File: src/rtl/core/sae_pkg.sv
// shared types and constants of the suffix automaton builder
`default_nettype none
package sae_pkg;

    localparam int MAX_NODES = 4096;
    localparam int ALPHABET  = 26;
    localparam int NODE_W    = 12;
    localparam int USED_W    = NODE_W + 1;
    localparam int SYM_W     = 5;
    localparam int K_W       = SYM_W + 1;
    localparam int LEN_W     = 13;
    localparam int TOTAL_W   = 22;
    localparam int STATUS_W  = 2;
    localparam int ADDR_W    = NODE_W + SYM_W;

    localparam logic [STATUS_W-1:0] ST_OK   = 2'd0;
    localparam logic [STATUS_W-1:0] ST_FULL = 2'd1;
    localparam logic [STATUS_W-1:0] ST_BAD  = 2'd2;

    // datapath operation issued by the controller each cycle
    typedef enum logic [4:0] {
        OP_NONE,
        OP_INIT,
        OP_LOAD,
        OP_LEN_RD,
        OP_LEN_WR,
        OP_CLR,
        OP_W_RD,
        OP_W_CHK,
        OP_W_LINK,
        OP_LP,
        OP_LQ,
        OP_CL_LINK,
        OP_CL_LINK2,
        OP_COPY,
        OP_C_RD,
        OP_C_CHK,
        OP_C_LINK,
        OP_FIN,
        OP_DIFF,
        OP_OUT
    } op_t;

    // datapath flags seen by the controller
    typedef struct packed {
        logic in_err;
        logic init_done;
        logic clr_done;
        logic copy_done;
        logic walk_go;
        logic clone_go;
        logic clone_need;
        logic out_busy;
    } dp_status_t;

endpackage
`default_nettype wire

File: src/rtl/core/sae_ctrl.sv
// sequencing state machine of the suffix automaton builder
`default_nettype none
module sae_ctrl
(
    input  wire logic                clk,
    input  wire logic                rst_n,
    input  wire logic                in_valid,
    output logic                     in_ready,
    input  wire sae_pkg::dp_status_t st,
    output sae_pkg::op_t             op
);

    typedef enum logic [18:0] {
        S_INIT     = 19'h00001,
        S_IDLE     = 19'h00002,
        S_LEN_RD   = 19'h00004,
        S_LEN_WR   = 19'h00008,
        S_CLR      = 19'h00010,
        S_W_RD     = 19'h00020,
        S_W_CHK    = 19'h00040,
        S_W_LINK   = 19'h00080,
        S_LP       = 19'h00100,
        S_LQ       = 19'h00200,
        S_CL_LINK  = 19'h00400,
        S_CL_LINK2 = 19'h00800,
        S_COPY     = 19'h01000,
        S_C_RD     = 19'h02000,
        S_C_CHK    = 19'h04000,
        S_C_LINK   = 19'h08000,
        S_FIN      = 19'h10000,
        S_DIFF     = 19'h20000,
        S_DONE     = 19'h40000
    } state_t;

    state_t state_reg, state_next;

    assign in_ready = (state_reg == S_IDLE);

    // next state and datapath operation
    always_comb
    begin
        state_next = state_reg;
        op         = sae_pkg::OP_NONE;
        case (state_reg)
            S_INIT:
            begin
                op = sae_pkg::OP_INIT;
                if (st.init_done)
                    state_next = S_IDLE;
            end
            S_IDLE:
            begin
                if (in_valid)
                begin
                    op         = sae_pkg::OP_LOAD;
                    state_next = st.in_err ? S_DONE : S_LEN_RD;
                end
            end
            S_LEN_RD:
            begin
                op         = sae_pkg::OP_LEN_RD;
                state_next = S_LEN_WR;
            end
            S_LEN_WR:
            begin
                op         = sae_pkg::OP_LEN_WR;
                state_next = S_CLR;
            end
            S_CLR:
            begin
                op = sae_pkg::OP_CLR;
                if (st.clr_done)
                    state_next = S_W_RD;
            end
            S_W_RD:
            begin
                op         = sae_pkg::OP_W_RD;
                state_next = S_W_CHK;
            end
            S_W_CHK:
            begin
                op         = sae_pkg::OP_W_CHK;
                state_next = st.walk_go ? S_W_LINK : S_LP;
            end
            S_W_LINK:
            begin
                op         = sae_pkg::OP_W_LINK;
                state_next = S_W_RD;
            end
            S_LP:
            begin
                op         = sae_pkg::OP_LP;
                state_next = S_LQ;
            end
            S_LQ:
            begin
                op         = sae_pkg::OP_LQ;
                state_next = st.clone_need ? S_CL_LINK : S_FIN;
            end
            S_CL_LINK:
            begin
                op         = sae_pkg::OP_CL_LINK;
                state_next = S_CL_LINK2;
            end
            S_CL_LINK2:
            begin
                op         = sae_pkg::OP_CL_LINK2;
                state_next = S_COPY;
            end
            S_COPY:
            begin
                op = sae_pkg::OP_COPY;
                if (st.copy_done)
                    state_next = S_C_RD;
            end
            S_C_RD:
            begin
                op         = sae_pkg::OP_C_RD;
                state_next = S_C_CHK;
            end
            S_C_CHK:
            begin
                op         = sae_pkg::OP_C_CHK;
                state_next = st.clone_go ? S_C_LINK : S_FIN;
            end
            S_C_LINK:
            begin
                op         = sae_pkg::OP_C_LINK;
                state_next = S_C_RD;
            end
            S_FIN:
            begin
                op         = sae_pkg::OP_FIN;
                state_next = S_DIFF;
            end
            S_DIFF:
            begin
                op         = sae_pkg::OP_DIFF;
                state_next = S_DONE;
            end
            S_DONE:
            begin
                if (!st.out_busy)
                begin
                    op         = sae_pkg::OP_OUT;
                    state_next = S_IDLE;
                end
            end
            default:
            begin
                state_next = S_INIT;
            end
        endcase
    end

    // state register
    always_ff @(posedge clk or negedge rst_n)
    begin
        if (!rst_n)
            state_reg <= S_INIT;
        else
            state_reg <= state_next;
    end

endmodule
`default_nettype wire

File: config.mk
export PLATFORM = sky130hd
export DESIGN_NAME = sae_ctrl
export DESIGN_NICKNAME = d
export VERILOG_FILES = /design/src/rtl/core/sae_pkg.sv /design/src/rtl/core/sae_ctrl.sv
export SDC_FILE = /design/constraint.sdc
export NUM_CORES = 1
export LEC_CHECK = 0
export BUFFER_PORTS_ARGS = -buffer_cell sky130_fd_sc_hd__buf_2
export CORE_ASPECT_RATIO = 0.75
export CORE_MARGIN = 1.5
export CORE_UTILIZATION = 45
export CTS_CLUSTER_SIZE = 10
export DETAILED_ROUTE_END_ITERATION = 10
export PLACE_DENSITY = 0.65
export SLEW_MARGIN = 15
export SYNTH_ARGS = -nofsm -noshare
export SYNTH_HDL_FRONTEND = slang
export SYNTH_SLANG_ARGS = --single-unit
File: constraint.sdc
create_clock -name clk -period 5.7 [get_ports clk]
set_clock_uncertainty 0.1 [all_clocks]
set_input_delay 1.14 -clock clk [delete_from_list [all_inputs] [get_ports clk]]
set_output_delay 1.14 -clock clk [all_outputs]
set_load 0.05 [all_outputs]
Word level (Yosys, flattened, before mapping)
Index checks and enable logic that the tools add are counted.
{"block": "op_classes", "n_bitwise": 0, "div": 0, "addsub": 0, "n_reduce_logical": 1, "magnitude_cmp": 0, "shift": 0, "mux": 13, "multipliers": 0, "eq_ne": 24}
{"cell": "19-bit one-hot mux with 19 select lines", "n": 1}
{"cell": "19-bit 2-to-1 mux", "n": 6}
{"cell": "5-bit one-hot mux with 19 select lines", "n": 1}
{"cell": "17-bit 2-to-1 mux", "n": 2}
{"cell": "19-bit by 1-bit equality test with 1-bit output, second input constant", "n": 1}
{"cell": "19-bit by 10-bit equality test with 1-bit output, second input constant", "n": 1}
{"cell": "19-bit by 11-bit equality test with 1-bit output, second input constant", "n": 1}
{"cell": "19-bit by 12-bit equality test with 1-bit output, second input constant", "n": 1}
{"cell": "19-bit by 13-bit equality test with 1-bit output, second input constant", "n": 1}
{"cell": "19-bit by 14-bit equality test with 1-bit output, second input constant", "n": 1}
{"cell": "19-bit by 15-bit equality test with 1-bit output, second input constant", "n": 1}
{"cell": "19-bit by 16-bit equality test with 1-bit output, second input constant", "n": 1}
{"cell": "19-bit by 17-bit equality test with 1-bit output, second input constant", "n": 1}
{"cell": "19-bit by 18-bit equality test with 1-bit output, second input constant", "n": 1}
{"cell": "19-bit equality test, second input constant", "n": 1}
{"cell": "19-bit by 2-bit equality test with 1-bit output, second input constant", "n": 1}
{"cell": "19-bit by 3-bit equality test with 1-bit output, second input constant", "n": 1}
{"cell": "19-bit by 4-bit equality test with 1-bit output, second input constant", "n": 1}
{"cell": "19-bit by 5-bit equality test with 1-bit output, second input constant", "n": 1}
{"cell": "19-bit by 6-bit equality test with 1-bit output, second input constant", "n": 1}
{"cell": "19-bit by 7-bit equality test with 1-bit output, second input constant", "n": 1}
{"cell": "19-bit by 8-bit equality test with 1-bit output, second input constant", "n": 1}
{"cell": "19-bit by 9-bit equality test with 1-bit output, second input constant", "n": 1}
{"cell": "2-bit != test, second input constant", "n": 5}
{"cell": "4 further kinds", "n": 4}
{"block": "word_totals", "ramBits": 0, "latchBits": 0, "word_cells": 39, "ff_bits": 19, "output_inout_bits": 6, "mem_bits_ro": 0, "n_memories": 0}

Depth between registers and ports, before layout
{"block": "logic_depth", "word_depth": 3, "mapped_depth": 8, "depth_no_buf": 6}

Worst setup path after synthesis
No wires, ideal clock.
{"block": "synth_timing", "path_type": "flip-flop to output port", "start": "register state_reg[13]", "end": "output op[0]", "required_time_ps": 4460, "path_buffers": 2, "slack_ps": 1747, "path_stages_with_launch": 8, "arrival_ps": 2713, "cell_sequence": "dfrtp_1 buf_6 or4_4 buf_6 or4_4 or4b_1 nand4b_1 or4b_1"}
{"block": "synth_between", "elab_chain_len": 2, "elab_cells_between_ends": 20, "cone_classes": "19 x eq/ne; 1 x mux"}
{"item": "start: declaration", "line_no": "sae_ctrl.sv:35", "rtl": "state_t state_reg, state_next;"}
{"item": "start signal: assignment", "line_no": "sae_ctrl.sv:162", "rtl": "state_reg <= state_next;"}
{"item": "19-bit equality test (tied with other cells)", "line_no": "sae_ctrl.sv:44", "rtl": "case (state_reg)"}
{"item": "5-bit one-hot mux with 19 select lines *", "line_no": "sae_ctrl.sv:44"}
{"item": "end: declaration", "line_no": "sae_ctrl.sv:10", "rtl": "output sae_pkg::op_t op"}
Mark *: on every way between the ends. The rest lies on a longest branch, timed or not.

Final worst setup path
{"block": "layout_timing", "start": "register state_reg[9]", "end": "output op[0]"}
The elaborated chain is that of the path after synthesis.

==> results by group <==
Die
  • Cell row count: 15
  • Die Y-Extent: 47.5 microns
  • Die W: 62.3 microns
  • Core area: 2400 sq um
  • # IOs: 17
  • Starting Density: 0.494
  • Die area: 2960 sq um

Global route
  • GR Overflow Total: 0
  • Overall routing resource usage: 0.221
  • Largest net degree at the start of global routing: 20
  • First-pass GRT wire length: 4.83 mm
  • Initial antenna violation count: 0
  • Vias in the first global route: 977

STA
  • Final min period: 4.42 ns
  • Fmax achieved: 0.226 GHz
  • Final period util: 0.776
  • Worst-Margin Slew: 0.836 ns
  • Max-slew violation count: 0
  • Final Hold Violating Endpoints: 0
  • Rel. slew slack: 0.438
  • RSZ-0062 raised after global routing: false
  • Final WS setup: roughly 1.3 ns
  • Finish-stage setup viols: 0
  • Fin Setup TNS: 0 ns

Min path
  • Hold path start: state_reg[9]$_DFFE_PN0P_
  • Hold path cells: 1
  • Hold Path Class: reg2reg
  • Hold endpoint: state_reg[9]$_DFFE_PN0P_

Worst setup path
  • Crit-path max FO: 7
  • Crit path capture type: output pin
  • Crit path DAT: 3.18 ns
  • Worst setup SP type: register
  • Crit-path cells: or4_1, or4_4, or4b_1, nand4b_1, or4b_1, buf_2
  • Req. time, crit path: 4.46 ns
  • CP peak stage delay: roughly 0.67 ns
  • Worst flop-to-flop path startpoint: state_reg[9]$_DFFE_PN0P_
  • Worst path most repeated cell: or4b_1
  • Flop-to-flop setup slack: 2.89 ns
  • R2R Path End: state_reg[1]$_DFFE_PN0P_
  • WS Path Type: reg2out
  • Cells on worst reg2reg path: 5
  • Worst path slowest cell: or4_1

Yosys
  • Synth Area per Inst: 9.20 sq um
  • Post-Synthesis Cells: between 100 and 150
  • Leading area contributor after synthesis: dfrtp_1
  • Post-synthesis sequential area ratio: 0.401
  • Top cells by area, synth: dfrtp_1, nor2_1, nand4b_1
  • FF+latch count, synth: 19
  • Mapped cell area: 1190 sq um
  • Top-area cell type share of the netlist area: 0.379
  • Ys async rst share: 1.00
  • Most numerous cell in the Yosys netlist: dfrtp_1
  • Ys flop type: dfrtp_1
  • Number of flops mapped to enable cells by yosys: 0
  • Syn nets: 140
  • Synth warn: 0
  • Post-synth top cells: dfrtp_1, nor2_1, nand2_1, o21ai_0, inv_1
  • Yosys cell types: 41

Power and ir drop
  • Sequential power share: 0.393
  • Switching Power: 0.000173 W
  • Leakage power: 0.626 nW
  • Internal Pwr Total: 0.000232 W
  • Combinational fraction of design power: 0.437
  • Sw Ratio: 0.427
  • Worst vdd ir: 191 uV
  • Pwr per Cell Area: 314 nW/um^2
  • Clk pwr share: 0.170

Cells and area
  • Final #Nets: ~160
  • Filler cells: 256
  • Area growth from synthesis to layout: 8.64%
  • Largest register FFs: 19
  • Layout cell share with drive strength beyond 1: 0.203
  • Antenna Cells: 0

Clock network
  • Num CTS Buffers: 3
  • CTS resizes: 0
  • Post-CTS setup buffer count: 0
  • Clock Latency Late Sink: ~0.31 ns
  • TritonCTS clock tree: done
  • H-tree depth: 1
  • Clock Path Buffers: 2
  • Clk slew on worst S/H paths: 0.10 ns
  • Cts-stage hold buffer count: 0
  • Clock net sink count: 19
  • Root Buffer: clkbuf_4

Drt
  • Drt wl/cell: 16.2 microns
  • DRT iter0 DRCs: 90
  • Drt drc: 0
  • DRT Wirelength: 2.87 mm
  • DR pass1 iterations: 4
  • Routed Antenna Nets: 0
  • DR vias/cell: 5.99
  • Total number of vias: 1061

Run status
  • Status: completed

Place
  • Dpl hpwl: 2.17 mm
  • Port bufs: 16
  • Post-Place Setup Slack: 1.66 ns
  • GPL Wtd Cong: 0.888

Job
  • Max_cap viols: 0
## power by group through the flow
stage	clock (W)	combinational, W	sequential, W
final	0.0000688	0.000177	0.000160
after global routing	0.0000777	0.000192	0.000162
after CTS	0.0000715	0.000175	0.000159
after detailed placement	0	0.000175	0.000161
after global placement	0	0.000174	0.000160
after floorplan	0	0.000135	0.000158
## critical path: cells and delay by family (launching register included)
kind | cells | cell delay (ns)
flip-flops | 1 | 0.44
AND/OR/NAND/NOR | 5 | 2.17
buffers and inverters | 1 | 0.25
## how the worst max path moves through the flow
stage	start	to	slack, ns	cells past startpoint
global placement	state_reg[9]$_DFFE_PN0P_	op[0]	1.72	6
finish	state_reg[9]$_DFFE_PN0P_	op[0]	1.28	6
floorplan	state_reg[13]$_DFFE_PN0P_	op[0]	1.75	7
CTS	state_reg[9]$_DFFE_PN0P_	op[0]	1.30	6
detailed placement	state_reg[9]$_DFFE_PN0P_	op[0]	1.66	6
global route	state_reg[9]$_DFFE_PN0P_	op[0]	1.16	6
## area by class of cell
| cell class | count | area [sq um] | share of cell area |
|---|---|---|---|
| Clock buffer | 4 | 26.3 | 0.0204 |
| Inverter | 7 | 26.3 | 0.0204 |
| Multi-Input combinational cell | 97 | 638 | 0.495 |
| Sequential cell | 19 | 477 | 0.370 |
| Tap cell | 34 | 42.5 | 0.0330 |
| Timing Repair Buffer | 16 | 80.1 | 0.0621 |
## cell families (layout without fill, tap and decap cells)
logic type	Yosys count	after routing	share of synthesized area
muxes	1	1	0.00843
AOI/OAI and AO/OA	22	22	0.133
and+or+nand+nor	70	70	0.367
DFF	19	19	0.401
xor gates and xnor gates	4	4	0.0295
buffers and inverters	13	27	0.0611
## metal layers
layer  routed length (microns)  track usage  up-vias
met4                        27       0.0667        0
met3                       172       0.0494        4
met1                      1440        0.318      502
met5                         0            0        -
met2                      1240        0.343       35
li1                          -            -      520
## layout by cell type, fill, tap and decap left out, types with 3 or more instances in the layout
| master | netlist | routed |
|---|---|---|
| dfrtp_1 | 18 | 18 |
| nor2_1 | 17 | 17 |
| buf_2 | 1 | 16 |
| nand2_1 | 8 | 8 |
| o21ai_0 | 8 | 8 |
| inv_1 | 7 | 7 |
| nor4_1 | 6 | 6 |
| or4_1 | 5 | 5 |
| nand4b_1 | 5 | 5 |
| nor3_1 | 4 | 4 |
| and4b_1 | 3 | 3 |
| nand3_1 | 3 | 3 |
| o211ai_1 | 3 | 3 |
| clkbuf_4 | 0 | 3 |
## through the flow
| step | cells | instance area, sq um | hold slack (ns) | power (W) | utilization |
|---|---|---|---|---|---|
| detailed placement | 173 | 1260 | 0.442 | 0.000337 | 0.526 |
| floorplan | 129 | 1190 | 0.387 | 0.000293 | - |
| global placement | 173 | 1260 | 0.428 | 0.000334 | 0.526 |
| global route | 177 | 1290 | 0.506 | 0.000431 | 0.537 |
| CTS | 177 | 1290 | 0.460 | 0.000406 | 0.537 |
| finish | 177 | 1290 | 0.455 | 0.000406 | 0.537 |
(Power assumes the default switching activity.)
